### src/rtl/mpce_pkg.sv
`default_nettype none

package mpce_pkg;

	// Largest pixmap side; wider or taller settings saturate to this
	localparam int unsigned MAX_DIM = 320;

	localparam int unsigned BYTE_W  = 8;
	localparam int unsigned COLOR_W = 16;
	localparam int unsigned DIM_W   = 9;
	localparam int unsigned COORD_W = 10;
	localparam int unsigned COUNT_W = 17;
	localparam int unsigned BIT_W   = 3;
	localparam int unsigned IDX_W   = 3;
	localparam int unsigned DATA_W  = 16;

	// Register indexes
	localparam logic [IDX_W-1:0] REG_FG_COLOR    = 3'd0;
	localparam logic [IDX_W-1:0] REG_BG_COLOR    = 3'd1;
	localparam logic [IDX_W-1:0] REG_INVERT      = 3'd2;
	localparam logic [IDX_W-1:0] REG_TRANSPARENT = 3'd3;
	localparam logic [IDX_W-1:0] REG_WIDTH       = 3'd4;
	localparam logic [IDX_W-1:0] REG_HEIGHT      = 3'd5;
	localparam logic [IDX_W-1:0] REG_ORIGIN_X    = 3'd6;
	localparam logic [IDX_W-1:0] REG_ORIGIN_Y    = 3'd7;

	// Settings and derived geometry handed to the expander
	typedef struct packed {
		logic [COLOR_W-1:0] fore_rgb;
		logic [COLOR_W-1:0] back_rgb;
		logic               invert_bits;
		logic               transparent_mode;
		logic [DIM_W-1:0]   origin_x;
		logic [DIM_W-1:0]   origin_y;
		logic [COORD_W-1:0] row_end;
		logic [COUNT_W-1:0] total_m1;
		logic               zero_total;
		logic               restart;
	} cfg_t;

endpackage

`default_nettype wire

### src/rtl/mpce_cfg.sv
`default_nettype none

module mpce_cfg (
	input  wire logic                        clk,
	input  wire logic                        arst_n,
	input  wire logic                        cfg_wr_en,
	input  wire logic [mpce_pkg::IDX_W-1:0]  cfg_index,
	input  wire logic [mpce_pkg::DATA_W-1:0] cfg_wr_data,
	output mpce_pkg::cfg_t                   cfg
);

	logic [mpce_pkg::COLOR_W-1:0] fg_q;
	logic [mpce_pkg::COLOR_W-1:0] bg_q;
	logic                         invert_q;
	logic                         transp_q;
	logic [mpce_pkg::DIM_W-1:0]   width_q;
	logic [mpce_pkg::DIM_W-1:0]   height_q;
	logic [mpce_pkg::DIM_W-1:0]   origin_x_q;
	logic [mpce_pkg::DIM_W-1:0]   origin_y_q;
	logic [mpce_pkg::COORD_W-1:0] row_end_q;
	logic [mpce_pkg::COUNT_W-1:0] total_m1_q;
	logic                         zero_q;
	logic                         restart_q;
	logic [mpce_pkg::DIM_W-1:0]   dim_sat;
	logic [2*mpce_pkg::DIM_W-1:0] area;

	// Saturate a written dimension
	always_comb begin
		if (cfg_wr_data[mpce_pkg::DIM_W-1:0] > mpce_pkg::DIM_W'(mpce_pkg::MAX_DIM)) begin
			dim_sat = mpce_pkg::DIM_W'(mpce_pkg::MAX_DIM);
		end else begin
			dim_sat = cfg_wr_data[mpce_pkg::DIM_W-1:0];
		end
	end

	assign area = width_q * height_q;

	// Register file; geometry writes flag a restart
	always_ff @(posedge clk or negedge arst_n) begin
		if (!arst_n) begin
			fg_q       <= '1;
			bg_q       <= '0;
			invert_q   <= 1'b0;
			transp_q   <= 1'b0;
			width_q    <= mpce_pkg::DIM_W'(8);
			height_q   <= mpce_pkg::DIM_W'(8);
			origin_x_q <= '0;
			origin_y_q <= '0;
			restart_q  <= 1'b0;
		end else begin
			restart_q <= 1'b0;
			if (cfg_wr_en) begin
				unique case (cfg_index)
					mpce_pkg::REG_FG_COLOR:    fg_q <= cfg_wr_data[mpce_pkg::COLOR_W-1:0];
					mpce_pkg::REG_BG_COLOR:    bg_q <= cfg_wr_data[mpce_pkg::COLOR_W-1:0];
					mpce_pkg::REG_INVERT:      invert_q <= cfg_wr_data[0];
					mpce_pkg::REG_TRANSPARENT: transp_q <= cfg_wr_data[0];
					mpce_pkg::REG_WIDTH: begin
						width_q   <= dim_sat;
						restart_q <= 1'b1;
					end
					mpce_pkg::REG_HEIGHT: begin
						height_q  <= dim_sat;
						restart_q <= 1'b1;
					end
					mpce_pkg::REG_ORIGIN_X: begin
						origin_x_q <= cfg_wr_data[mpce_pkg::DIM_W-1:0];
						restart_q  <= 1'b1;
					end
					mpce_pkg::REG_ORIGIN_Y: begin
						origin_y_q <= cfg_wr_data[mpce_pkg::DIM_W-1:0];
						restart_q  <= 1'b1;
					end
					default: ;
				endcase
			end
		end
	end

	// Derived geometry, registered from the setting registers
	always_ff @(posedge clk or negedge arst_n) begin
		if (!arst_n) begin
			total_m1_q <= mpce_pkg::COUNT_W'(63);
			row_end_q  <= mpce_pkg::COORD_W'(7);
			zero_q     <= 1'b0;
		end else begin
			total_m1_q <= mpce_pkg::COUNT_W'(area) - mpce_pkg::COUNT_W'(1);
			row_end_q  <= mpce_pkg::COORD_W'(origin_x_q) + mpce_pkg::COORD_W'(width_q)
			              - mpce_pkg::COORD_W'(1);
			zero_q     <= (width_q == '0) || (height_q == '0);
		end
	end

	always_comb begin
		cfg.fore_rgb         = fg_q;
		cfg.back_rgb         = bg_q;
		cfg.invert_bits      = invert_q;
		cfg.transparent_mode = transp_q;
		cfg.origin_x         = origin_x_q;
		cfg.origin_y         = origin_y_q;
		cfg.row_end          = row_end_q;
		cfg.total_m1         = total_m1_q;
		cfg.zero_total       = zero_q;
		cfg.restart          = restart_q;
	end

endmodule

`default_nettype wire

### src/rtl/mpce_expand.sv
`default_nettype none

module mpce_expand (
	input  wire logic                         clk,
	input  wire logic                         arst_n,
	input  wire mpce_pkg::cfg_t               cfg,
	input  wire logic                         in_valid,
	output logic                              in_ready,
	input  wire logic [mpce_pkg::BYTE_W-1:0]  bit_byte,
	output logic                              out_valid,
	input  wire logic                         out_ready,
	output logic [mpce_pkg::COORD_W-1:0]      pixel_x,
	output logic [mpce_pkg::COORD_W-1:0]      pixel_y,
	output logic [mpce_pkg::COLOR_W-1:0]      pixel_color,
	output logic                              run_last,
	output logic                              image_done
);

	// Byte under expansion
	logic                         work_v_q;
	logic [mpce_pkg::BYTE_W-1:0]  work_byte_q;
	logic [mpce_pkg::BIT_W-1:0]   bit_idx_q;

	// Pixmap position
	logic [mpce_pkg::COUNT_W-1:0] seen_q;
	logic [mpce_pkg::COORD_W-1:0] cursor_x_q;
	logic [mpce_pkg::COORD_W-1:0] cursor_y_q;

	// Result register
	logic                         out_v_q;
	logic [mpce_pkg::COORD_W-1:0] px_q;
	logic [mpce_pkg::COORD_W-1:0] py_q;
	logic [mpce_pkg::COLOR_W-1:0] pc_q;
	logic                         run_last_q;
	logic                         done_q;

	logic                         pix_bit;
	logic                         emit;
	logic                         last_pixel;
	logic                         out_free;
	logic                         step;
	logic                         fin;
	logic [mpce_pkg::COUNT_W-1:0] remain;
	logic [mpce_pkg::BIT_W-1:0]   ahead_max;
	logic [mpce_pkg::BYTE_W-1:0]  later;
	logic [mpce_pkg::BYTE_W-1:0]  live;
	logic                         end_of_run;
	logic [mpce_pkg::BIT_W:0]     span;

	// Current pixel
	assign pix_bit    = work_byte_q[bit_idx_q] ^ cfg.invert_bits;
	assign emit       = pix_bit || !cfg.transparent_mode;
	assign last_pixel = seen_q >= cfg.total_m1;
	assign out_free   = !out_v_q || out_ready;
	assign step       = work_v_q && !cfg.zero_total && (!emit || out_free);
	assign fin        = work_v_q && (cfg.zero_total ||
	                    (step && (last_pixel || bit_idx_q == '1)));
	assign in_ready   = !work_v_q || fin;

	// Does any later bit of this byte still give a result?
	assign remain    = cfg.total_m1 - seen_q;
	assign ahead_max = (remain > mpce_pkg::COUNT_W'(7)) ? '1 : remain[mpce_pkg::BIT_W-1:0];
	assign live      = cfg.transparent_mode
	                   ? (work_byte_q ^ {mpce_pkg::BYTE_W{cfg.invert_bits}}) : '1;

	always_comb begin
		later = '0;
		span  = '0;
		for (int j = 0; j < mpce_pkg::BYTE_W; j++) begin
			span     = 4'(j) - {1'b0, bit_idx_q};
			later[j] = (4'(j) > {1'b0, bit_idx_q}) && (span <= {1'b0, ahead_max});
		end
	end

	assign end_of_run = last_pixel || !(|(later & live));

	// Work register and position
	always_ff @(posedge clk or negedge arst_n) begin
		if (!arst_n) begin
			work_v_q   <= 1'b0;
			bit_idx_q  <= '0;
			seen_q     <= '0;
			cursor_x_q <= '0;
			cursor_y_q <= '0;
		end else begin
			if (in_valid && in_ready) begin
				work_v_q  <= 1'b1;
				bit_idx_q <= '0;
			end else if (fin) begin
				work_v_q <= 1'b0;
			end else if (step) begin
				bit_idx_q <= bit_idx_q + mpce_pkg::BIT_W'(1);
			end

			if (cfg.restart || (step && last_pixel)) begin
				seen_q     <= '0;
				cursor_x_q <= mpce_pkg::COORD_W'(cfg.origin_x);
				cursor_y_q <= mpce_pkg::COORD_W'(cfg.origin_y);
			end else if (step) begin
				seen_q <= seen_q + mpce_pkg::COUNT_W'(1);
				if (cursor_x_q >= cfg.row_end) begin
					cursor_x_q <= mpce_pkg::COORD_W'(cfg.origin_x);
					cursor_y_q <= cursor_y_q + mpce_pkg::COORD_W'(1);
				end else begin
					cursor_x_q <= cursor_x_q + mpce_pkg::COORD_W'(1);
				end
			end
		end
	end

	// Byte payload needs no reset
	always_ff @(posedge clk) begin
		if (in_valid && in_ready) begin
			work_byte_q <= bit_byte;
		end
	end

	// Result register: valid flag
	always_ff @(posedge clk or negedge arst_n) begin
		if (!arst_n) begin
			out_v_q <= 1'b0;
		end else if (step && emit) begin
			out_v_q <= 1'b1;
		end else if (out_ready) begin
			out_v_q <= 1'b0;
		end
	end

	// Result register: payload
	always_ff @(posedge clk) begin
		if (step && emit) begin
			px_q       <= cursor_x_q;
			py_q       <= cursor_y_q;
			pc_q       <= pix_bit ? cfg.fore_rgb : cfg.back_rgb;
			run_last_q <= end_of_run;
			done_q     <= last_pixel;
		end
	end

	assign out_valid   = out_v_q;
	assign pixel_x     = px_q;
	assign pixel_y     = py_q;
	assign pixel_color = pc_q;
	assign run_last    = run_last_q;
	assign image_done  = done_q;

	// The pixel count never runs past the final pixel
	a_seen_range: assert property (@(posedge clk) disable iff (!arst_n)
		work_v_q && !cfg.zero_total |-> seen_q <= cfg.total_m1)
		else $error("pixel count beyond pixmap");

	// The final pixel always closes its byte's run
	a_done_last: assert property (@(posedge clk) disable iff (!arst_n)
		out_v_q && done_q |-> run_last_q)
		else $error("image_done without run_last");

	// A byte is only taken when none is held or the previous one is finishing
	a_accept_free: assert property (@(posedge clk) disable iff (!arst_n)
		in_valid && in_ready |-> !work_v_q || fin)
		else $error("byte overwritten mid expansion");

	// A finished byte after its last pixel restarts at the origin
	a_restart: assert property (@(posedge clk) disable iff (!arst_n)
		step && last_pixel |=> seen_q == '0)
		else $error("no restart after final pixel");

endmodule

`default_nettype wire

### src/rtl/mono_pixmap_color_expander.sv
// A byte's transfer loads the work register; each pixel is then presented from the result register.
// Throughput: one pixel per cycle while out_ready keeps up; a byte's walk ends early when the
// pixmap's final pixel falls inside it, and an empty pixmap swallows the byte without a walk.
// The walk over the byte is bit-serial; the next byte is taken as its last bit steps.
// Reset (arst_n low) restores register defaults and puts the cursor at the origin.
`default_nettype none

module mono_pixmap_color_expander (
	input  wire logic                         clk,
	input  wire logic                         arst_n,
	input  wire logic                         cfg_wr_en,
	input  wire logic [mpce_pkg::IDX_W-1:0]   cfg_index,
	input  wire logic [mpce_pkg::DATA_W-1:0]  cfg_wr_data,
	input  wire logic                         in_valid,
	output logic                              in_ready,
	input  wire logic [mpce_pkg::BYTE_W-1:0]  bit_byte,
	output logic                              out_valid,
	input  wire logic                         out_ready,
	output logic [mpce_pkg::COORD_W-1:0]      pixel_x,
	output logic [mpce_pkg::COORD_W-1:0]      pixel_y,
	output logic [mpce_pkg::COLOR_W-1:0]      pixel_color,
	output logic                              run_last,
	output logic                              image_done
);

	mpce_pkg::cfg_t cfg;

	// Settings
	mpce_cfg u_cfg (
		.clk         (clk),
		.arst_n      (arst_n),
		.cfg_wr_en   (cfg_wr_en),
		.cfg_index   (cfg_index),
		.cfg_wr_data (cfg_wr_data),
		.cfg         (cfg)
	);

	// Bit walk and result register
	mpce_expand u_expand (
		.clk         (clk),
		.arst_n      (arst_n),
		.cfg         (cfg),
		.in_valid    (in_valid),
		.in_ready    (in_ready),
		.bit_byte    (bit_byte),
		.out_valid   (out_valid),
		.out_ready   (out_ready),
		.pixel_x     (pixel_x),
		.pixel_y     (pixel_y),
		.pixel_color (pixel_color),
		.run_last    (run_last),
		.image_done  (image_done)
	);

endmodule

`default_nettype wire

### config.mk
export PLATFORM = sky130hd
export DESIGN_NAME = mono_pixmap_color_expander
export DESIGN_NICKNAME = d
export VERILOG_FILES = /design/src/rtl/mpce_pkg.sv /design/src/rtl/mpce_cfg.sv /design/src/rtl/mpce_expand.sv /design/src/rtl/mono_pixmap_color_expander.sv
export SDC_FILE = /design/constraint.sdc
export NUM_CORES = 1
export LEC_CHECK = 0
export ABC_AREA = 0
export BUFFER_PORTS_ARGS = -buffer_cell sky130_fd_sc_hd__buf_2
export CORE_UTILIZATION = 25
export CTS_BUF_LIST = sky130_fd_sc_hd__clkbuf_4
export DETAILED_ROUTE_END_ITERATION = 10
export SKIP_LAST_GASP = 1
export SLEW_MARGIN = 40
export SYNTH_ARGS = -nofsm -noshare
export SYNTH_HDL_FRONTEND = slang
export SYNTH_SLANG_ARGS = --single-unit
### constraint.sdc
create_clock -name clk -period 7.1 [get_ports clk]
set_clock_uncertainty 0.15 [all_clocks]
set_input_delay 0.355 -clock clk [delete_from_list [all_inputs] [get_ports clk]]
set_output_delay 0.355 -clock clk [all_outputs]
set_load 0.01 [all_outputs]
==> results.sh, run 1 <==
export IMPL_min_period_ps=5457
export IMPL_ys_flop_type="dfrtp_1"
export IMPL_die_w_um=226.3
export IMPL_final_nets=1555
export IMPL_p_leak_nw=6.338
export IMPL_grt_pass1_vias=8953
export IMPL_wl_per_cell_um=13.59
export IMPL_drive_gt1_share_pct=15.64
export IMPL_die_h_um=226.3
export IMPL_die_area_sq_um=51200
export IMPL_finalHoldViolCount=0
export IMPL_netlist_area_sq_um=12570
export IMPL_finalSetupViolCount=0
export IMPL_powerDensity_nw_per_um2=401.0
export IMPL_synthArstFlopShare_pct=75.40
export IMPL_relSlewSlack_pct=45.87
export IMPL_crit_path_end="u_cfg.total_m1_q[16]$_DFF_PN0_"
export IMPL_rsz0062_at_grt="no"
export IMPL_p_switching_w=0.002589
export IMPL_layout_worst_path_cycle_share_pct=76.86
export IMPL_critPathLaunchType="flop"
export IMPL_cts_root_buffer="clkbuf_4"
export IMPL_ant_nets=0
export IMPL_cts_tree="built"
export IMPL_grt_usage_pct=10.99
export IMPL_clk_pin_slew_ps=170
export IMPL_cts_htree_levels=4
export IMPL_syn_avg_cell_area_sq_um=9.925
export IMPL_yosysWarnings=0
export IMPL_gp_congestion=0.8535
export IMPL_fmax_mhz=183.2
export IMPL_place_hpwl_mm=20.90
export IMPL_clk_latency_ps=580
export IMPL_synth_edf_count=46
export IMPL_critPathBufInv=1
export IMPL_slowest_stage="dfstp_2"
export IMPL_numClockSinks=187
export IMPL_r2r_slack_ps=1640
export IMPL_coreArea_sq_um=49250
export IMPL_grt_overflow=0
export IMPL_drc=0
export IMPL_p_total_w=0.005717
export IMPL_vias=8900
export IMPL_cpMostUsedCell="fa_1"
export IMPL_peakVddDrop_v=0.0001754
export IMPL_power_frac_comb_pct=56.9
export IMPL_synth_cell_types=68
export IMPL_worstReg2RegStart="u_cfg.width_q[3]$_DFFE_PN1P_"
export IMPL_post_dp_cell_area_sq_um=13700
export IMPL_crit_required_ps=7440
export IMPL_grt_max_degree=74
export IMPL_hp_class="in2reg"
export IMPL_cts_buffer_depth=2
export IMPL_cp_end_kind="flop"
export IMPL_synth_seq_area_share_pct=39.31
export IMPL_drtPass1Iterations=7
export IMPL_critPathMaxFanout=12
export IMPL_syn_inst=1267
export IMPL_final_cell_mix="nand2_1, inv_1, ha_1, dfrtp_1, buf_2"
export IMPL_antenna_found_initial=1
export IMPL_drt_wl_total_mm=27.54
export IMPL_rr_endpoint="u_cfg.total_m1_q[16]$_DFF_PN0_"
export IMPL_crit_cells=15
export IMPL_fin_tns_setup_ps=0
export IMPL_power_frac_seq_pct=33.1
export IMPL_p_clk_share_pct=10.0
export IMPL_first_iter_violations=495
export IMPL_path_delay_family="adder cells"
export IMPL_reg2regPathDepth=15
export IMPL_p_int_w=0.003128
export IMPL_grt_pass1_wl_mm=45.26
export IMPL_cts_resized=0
export IMPL_critical_path_max_stage_delay_ps=700
export IMPL_outcome="completed"
export IMPL_vias_per_cell=4.391
export IMPL_start_util_pct=25.53
export IMPL_num_rows=81
export IMPL_numCtsBuffers=17
export IMPL_area_delta_synth_final_pct=13.37
export IMPL_yosys_register_bits=187
export IMPL_path_class="reg2reg"
export IMPL_crit_chain="nand2_1 -> fa_1 -> fa_1 -> inv_1 -> fa_1 -> fa_1 -> fa_1 -> ha_1 -> and3_1 -> a21oi_1 -> o21ai_0 -> o41ai_1 -> o2111ai_1 -> a21oi_1 -> xnor2_1"
export IMPL_port_buffer_count=71
export IMPL_post_route_cell_area_sq_um=14260
export IMPL_cp_data_arrival_time_ps=5800
export IMPL_syn_nets=1473
export IMPL_switching_share_pct=45.28
export IMPL_crit_path_start="u_cfg.width_q[3]$_DFFE_PN1P_"
export IMPL_finalNonFillerCells=2027
export IMPL_drv_slew=0
export IMPL_design_portCount=72
export IMPL_dp_cells=1967
export IMPL_final_common_cell="nand2_1"
export IMPL_worstMarginPinSlew_ps=801.4
export IMPL_cap_viol_max_count=0
what timing repair did:
action	4_1_cts	5_1_grt
buffers inserted	0	0
hold buffers	27	0
hold endpoints to repair	133	0
setup endpoints to repair	0	0
cell families (layout without fill, tap and decap cells):
logic type               after synthesis  after routing  synth area share [%]
flip-flops                           187            187                 39.31
buffers and inverters                207            302                 6.239
AND/OR/NAND/NOR                      376            376                 13.83
AO/OA/AOI/OAI                        197            197                 9.761
adder cells (fa/ha/maj)              175            175                 20.68
multiplexers                          66             66                 6.010
XOR/XNOR                              59             59                 4.169
other                                  0              1                     0
worst min-delay path by stage:
stage                         startpoint                                end  slack (ps)  cells past startpoint
final                     cfg_wr_data[6]    u_cfg.origin_y_q[6]$_DFFE_PN0P_          70                      2
after CTS                 cfg_wr_data[6]    u_cfg.origin_y_q[6]$_DFFE_PN0P_          10                      2
after global placement            arst_n  u_expand.bit_idx_q[0]$_DFFE_PN0P_         270                      1
after global routing      cfg_wr_data[6]    u_cfg.origin_y_q[6]$_DFFE_PN0P_          10                      2
after detailed placement          arst_n  u_expand.bit_idx_q[0]$_DFFE_PN0P_         280                      1
after floorplan                   arst_n          u_cfg.bg_q[0]$_DFFE_PN0P_         -90                      0
state kept, by name, indices dropped and copies added, names as in the netlist, 10 cells and up:
register / count
u_cfg.row_end_q: 10
u_cfg.fg_q: 16
u_expand.pixel_x: 10
u_cfg.total_m1_q: 17
u_expand.pixel_y: 10
u_cfg.bg_q: 16
u_expand.pixel_color: 16
u_expand.cursor_y_q: 10
u_expand.cursor_x_q: 10
u_expand.seen_q: 17
area by class of cell:
class                   instances  area, sq um
flip-flops and latches        187         4943
diodes                          1        2.502
clock buffers                  17        127.6
inverters                     165        620.6
well taps                     664        830.8
clock inverters                15        152.6
fillers                      5239        35000
multi-input cells             873         6890
repair buffers                105        688.2
worst reg2reg max path: stages, from the launching register on:
cell and delay [ps]:
dfstp_2 700, nand2_1 120, fa_1 490, fa_1 490
inv_1 50, fa_1 500, fa_1 520, fa_1 490
ha_1 360, and3_1 170, a21oi_1 120, o21ai_0 130
o41ai_1 540, o2111ai_1 210, a21oi_1 200, xnor2_1 150
stage by stage:
| stage | util, % | hold WS (ps) | setup WS (ps) |
|---|---|---|---|
| floorplan | - | -90.59 | 1853 |
| global placement | 27.77 | 274.3 | 1760 |
| detailed placement | 27.81 | 279.3 | 1636 |
| CTS | 28.93 | 13.10 | 1623 |
| global route | 28.94 | 12.74 | 1270 |
| finish | 28.94 | 71.12 | 1643 |
cell usage after synthesis (all sizes together) (3+ instances only):
library cell	instances	share of area [%]
nand3b	4	0.24
o21ai	62	2.5
clkbuf	36	1.1
a211oi	6	0.36
a31oi	10	0.50
o21bai	8	0.48
a21boi	3	0.18
o22a	4	0.28
o21a	3	0.18
nand2	170	5.1
inv	164	4.9
or2	3	0.15
nand4	8	0.40
nor2	70	2.1
a21o	10	0.60
nand2b	12	0.60
xor2	14	1.0
fa	55	8.8
ha	119	12
xnor2	45	3.1
o211ai	7	0.42
dfrtp	114	23
nor4	7	0.35
buf	6	0.23
o41ai	5	0.35
a21oi	55	2.2
nor3	17	0.68
mux2i	8	0.64
nor2b	4	0.20
or4	4	0.27
or3	7	0.35
and2	30	1.5
dfstp	27	5.6
nand3	22	0.88
mux2	56	5.0
edfxtp	46	11
nor3b	6	0.36
and3	7	0.35
per-layer routing:
layer	share of wire (%)	wire length, um	GRT usage [%]
met1	49	13450	15.51
met2	47	12850	17.56
met3	3.3	905	1.633
met4	1.2	335	2.659
met5	0	0	0
power by group through the flow:
stage	combinational, W	sequential [W]	clock (W)
2_1_floorplan	0.00242	0.00184	0
3_3_place_gp	0.00316	0.00191	0
3_5_place_dp	0.00324	0.00192	0
4_1_cts	0.00329	0.00190	0.000596
5_1_grt	0.00371	0.00194	0.000635
6_report	0.00325	0.00190	0.000569
Power figures use the tool's default switching activity.
==> run 2, diff against run 1 <==
--- a/config.mk
+++ b/config.mk
@@ -5,7 +5,7 @@
 export SDC_FILE = /design/constraint.sdc
 export NUM_CORES = 1
 export LEC_CHECK = 0
-export ABC_AREA = 0
+export ABC_AREA = 1
 export BUFFER_PORTS_ARGS = -buffer_cell sky130_fd_sc_hd__buf_2
 export CORE_UTILIZATION = 25
 export CTS_BUF_LIST = sky130_fd_sc_hd__clkbuf_4
==> constraint.sdc (replaced) <==
create_clock -name clk -period 5 [get_ports clk]
set_clock_uncertainty 0.15 [all_clocks]
set_input_delay 0.25 -clock clk [delete_from_list [all_inputs] [get_ports clk]]
set_output_delay 0.25 -clock clk [all_outputs]
set_load 0.01 [all_outputs]
==> run 2 against run 1 <==
- the flow now finishes with violations (setup timing)
- first-iteration DRC count is 59% higher
- sequential power is 37% higher
- non-clock buffer count is 48 higher
- worst hold slack better by 110 ps
- via count is 14% higher
- cell count is 16% higher
- global-route usage is 1.1 points higher
- sequential share of layout area is 1.9 points lower
- count of clock-buffer cells in the layout stayed put
- die area is 2.2% higher
- combinational power is 64% higher
- synthesized cell count is 21% higher
- highest routed layer unchanged
==> results.sh, run 2 <==
export IMPL_numClockSinks=187
export IMPL_finalHoldViolCount=0
export IMPL_final_cell_mix="nand2_1, inv_1, dfrtp_1, ha_1, o21ai_0"
export IMPL_path_class="reg2reg"
export IMPL_worstReg2RegStart="u_cfg.height_q[3]$_DFFE_PN1P_"
export IMPL_powerDensity_nw_per_um2=584.9
export IMPL_vias=10167
export IMPL_fin_util_pct=29.91
export IMPL_p_leak_nw=7.451
export IMPL_holdPathEnd="u_expand.work_byte_q[5]$_DFFE_PP_"
export IMPL_finalNonFillerCells=2353
export IMPL_yosys_register_bits=187
export IMPL_drv_slew=0
export IMPL_port_buffer_count=71
export IMPL_pre_cts_slack_ps=-88.75
export IMPL_drt_wl_total_mm=30.81
export IMPL_yosysWarnings=0
export IMPL_vias_per_cell=4.321
export IMPL_cts_buffer_depth=2
export IMPL_first_iter_violations=788
export IMPL_syn_inst=1535
export IMPL_grt_max_degree=98
export IMPL_die_w_um=228.8
export IMPL_grt_usage_pct=12.04
export IMPL_final_nets=1873
export IMPL_drive_gt1_share_pct=13.81
export IMPL_holdWs_ps=180.0
export IMPL_critPathMaxFanout=7
export IMPL_cap_viol_max_count=0
export IMPL_cts_tree="built"
export IMPL_reg2regPathDepth=18
export IMPL_violations="setup timing"
export IMPL_design_portCount=72
export IMPL_hp_class="in2reg"
export IMPL_synthTopCellsByArea="dfrtp_1, nand2_1, ha_1"
export IMPL_layout_worst_path_cycle_share_pct=100.2
export IMPL_gp_congestion=0.8759
export IMPL_area_delta_synth_final_pct=17.46
export IMPL_cts_htree_levels=4
export IMPL_synth_most_common_cell="nand2_1"
export IMPL_ant_nets=0
export IMPL_synth_seq_area_share_pct=38.46
export IMPL_cp_data_arrival_time_ps=5400
export IMPL_crit_required_ps=5380
export IMPL_synthArstFlopShare_pct=75.40
export IMPL_ys_top_cells_by_count="nand2_1, inv_1, ha_1"
export IMPL_outcome="finished, violations left"
export IMPL_place_hpwl_mm=23.56
export IMPL_fin_ws_ps=-11.62
export IMPL_min_path_cells=2
export IMPL_ys_flop_type="dfrtp_1"
export IMPL_grt_overflow=0
export IMPL_min_period_ps=5012
export IMPL_cts_root_buffer="clkbuf_4"
export IMPL_peakVddDrop_v=0.0003196
export IMPL_clk_pin_slew_ps=180
export IMPL_wl_per_cell_um=13.09
export IMPL_syn_avg_cell_area_sq_um=8.374
export IMPL_syn_nets=1741
export IMPL_dp_cells=2270
export IMPL_num_rows=82
export IMPL_reg_largest_list="u_cfg.total_m1_q (17), u_expand.seen_q (17)"
export IMPL_coreArea_sq_um=50480
export IMPL_antenna_found_initial=1
export IMPL_finalSetupViolCount=1
export IMPL_die_h_um=228.8
export IMPL_synth_top_area_share_pct=22.19
export IMPL_grt_pass1_vias=9949
export IMPL_synth_edf_count=46
export IMPL_rr_endpoint="u_cfg.total_m1_q[16]$_DFF_PN0_"
export IMPL_netlist_area_sq_um=12850
export IMPL_numCtsBuffers=17
export IMPL_grt_pass1_wl_mm=51.09
export IMPL_die_area_sq_um=52330
export IMPL_rsz0062_at_grt="yes"
export IMPL_drc=0
export IMPL_synth_largest_area_cell="dfrtp_1"
export IMPL_r2r_slack_ps=-10
export IMPL_relSlewSlack_pct=56.37
export IMPL_final_common_cell="nand2_1"
export IMPL_clk_latency_ps=630
export IMPL_cp_end_kind="flop"
export IMPL_start_util_pct=25.47
export IMPL_fmax_mhz=199.5
export IMPL_n_fill_cell=5372
export IMPL_worstMarginPinSlew_ps=652.4
export IMPL_synth_cell_types=52
export IMPL_hp_start="bit_byte[5]"
export IMPL_drtPass1Iterations=5
export IMPL_critPathLaunchType="flop"
## run 2: cell types whose count changed after synthesis, moves of 28 or more
cell / delta
and2_1: -28
inv_1: +99
mux2_2: -55
nand2_1: +242
nand3_1: +35
o21ai_0: +31
xnor2_1: -33
## run 2: cell families after synthesis
| logic type | count (synthesis) | share of synthesized area, % |
|---|---|---|
| compound gates | 209 | 8.614 |
| xor+xnor | 43 | 2.930 |
| fa+ha+maj | 174 | 20.15 |
| buf+inv | 310 | 9.295 |
| flops | 187 | 38.46 |
| mux | 1 | 0.08759 |
| simple gates | 611 | 20.47 |
## run 2: per-stage QoR
| step | setup TNS [ps] | instance area (sq um) | power (W) |
|---|---|---|---|
| final | -11.62 | 15100 | 0.008831 |
| after global routing | -540.6 | 15100 | 0.009785 |
| after CTS | 0 | 14950 | 0.008789 |
| after detailed placement | -182.7 | 14170 | 0.007697 |
| after global placement | -37.73 | 14160 | 0.007603 |
| after floorplan | -5.062 | 12890 | 0.006228 |
## run 2: metal layers
layer | up-vias | global-route usage (%) | routed length (um) | part of all wire (%)
met5 | - | 0 | 0 | 0
met3 | 40 | 2.196 | 1345 | 4.4
met2 | 203 | 18.60 | 13550 | 44
met1 | 4801 | 17.10 | 15360 | 50
li1 | 5123 | - | - | -
met4 | 0 | 3.356 | 550 | 1.8
## run 2: cell type report
| cell class | count | area [sq um] | share of cell area [%] |
|---|---|---|---|
| Sequential cell | 187 | 4946 | 32.76 |
| Multi-Input combinational cell | 1038 | 6883 | 45.58 |
| Timing Repair Buffer | 153 | 1101 | 7.292 |
| Clock buffer | 17 | 127.6 | 0.8452 |
| Antenna cell | 1 | 2.502 | 0.01657 |
| Tap cell | 672 | 840.8 | 5.568 |
| Inverter | 270 | 1018 | 6.745 |
| Clock inverter | 15 | 180.2 | 1.193 |
## run 2: worst max-delay path by stage
stage | start | endpoint | slack (ps) | cells past startpoint
2_1_floorplan | u_cfg.height_q[3]$_DFFE_PN1P_ | u_cfg.total_m1_q[16]$_DFF_PN0_ | -5 | 22
3_3_place_gp | u_cfg.height_q[3]$_DFFE_PN1P_ | u_cfg.total_m1_q[15]$_DFF_PN0_ | -40 | 21
3_5_place_dp | u_cfg.height_q[3]$_DFFE_PN1P_ | u_cfg.total_m1_q[15]$_DFF_PN0_ | -90 | 25
4_1_cts | u_cfg.height_q[3]$_DFFE_PN1P_ | u_cfg.total_m1_q[16]$_DFF_PN0_ | 1 | 18
5_1_grt | u_cfg.height_q[3]$_DFFE_PN1P_ | u_cfg.total_m1_q[16]$_DFF_PN0_ | -220 | 21
6_report | u_cfg.height_q[3]$_DFFE_PN1P_ | u_cfg.total_m1_q[16]$_DFF_PN0_ | -10 | 18
## run 2: timing repair
item,4_1_cts,5_1_grt
gates resized for setup,8,17
setup buffers,5,4
gates cloned,0,0
pin swaps,13,26
setup endpoints to repair,3,4
endpoints found under the hold margin,189,15
hold buffers,39,1
## run 2: report_power, final
group | switching [W] | internal [W]
registers | 0.000358 | 0.00224
logic | 0.00312 | 0.00222
clock network | 0.000620 | 0.000276
total | 0.00410 | 0.00473
## run 2: critical path, cell delays in order, from the launching register on
cell,delay [ps]
dfstp_2,660
nand2_2,70
fa_1,470
fa_1,510
inv_1,50
fa_1,490
fa_1,430
fa_1,510
ha_4,310
buf_4,120
a21oi_2,50
o21bai_1,210
a21oi_1,100
o21ai_1,170
nand3_1,110
o21bai_1,200
nand3_1,110
nand2_2,90
xnor2_2,120
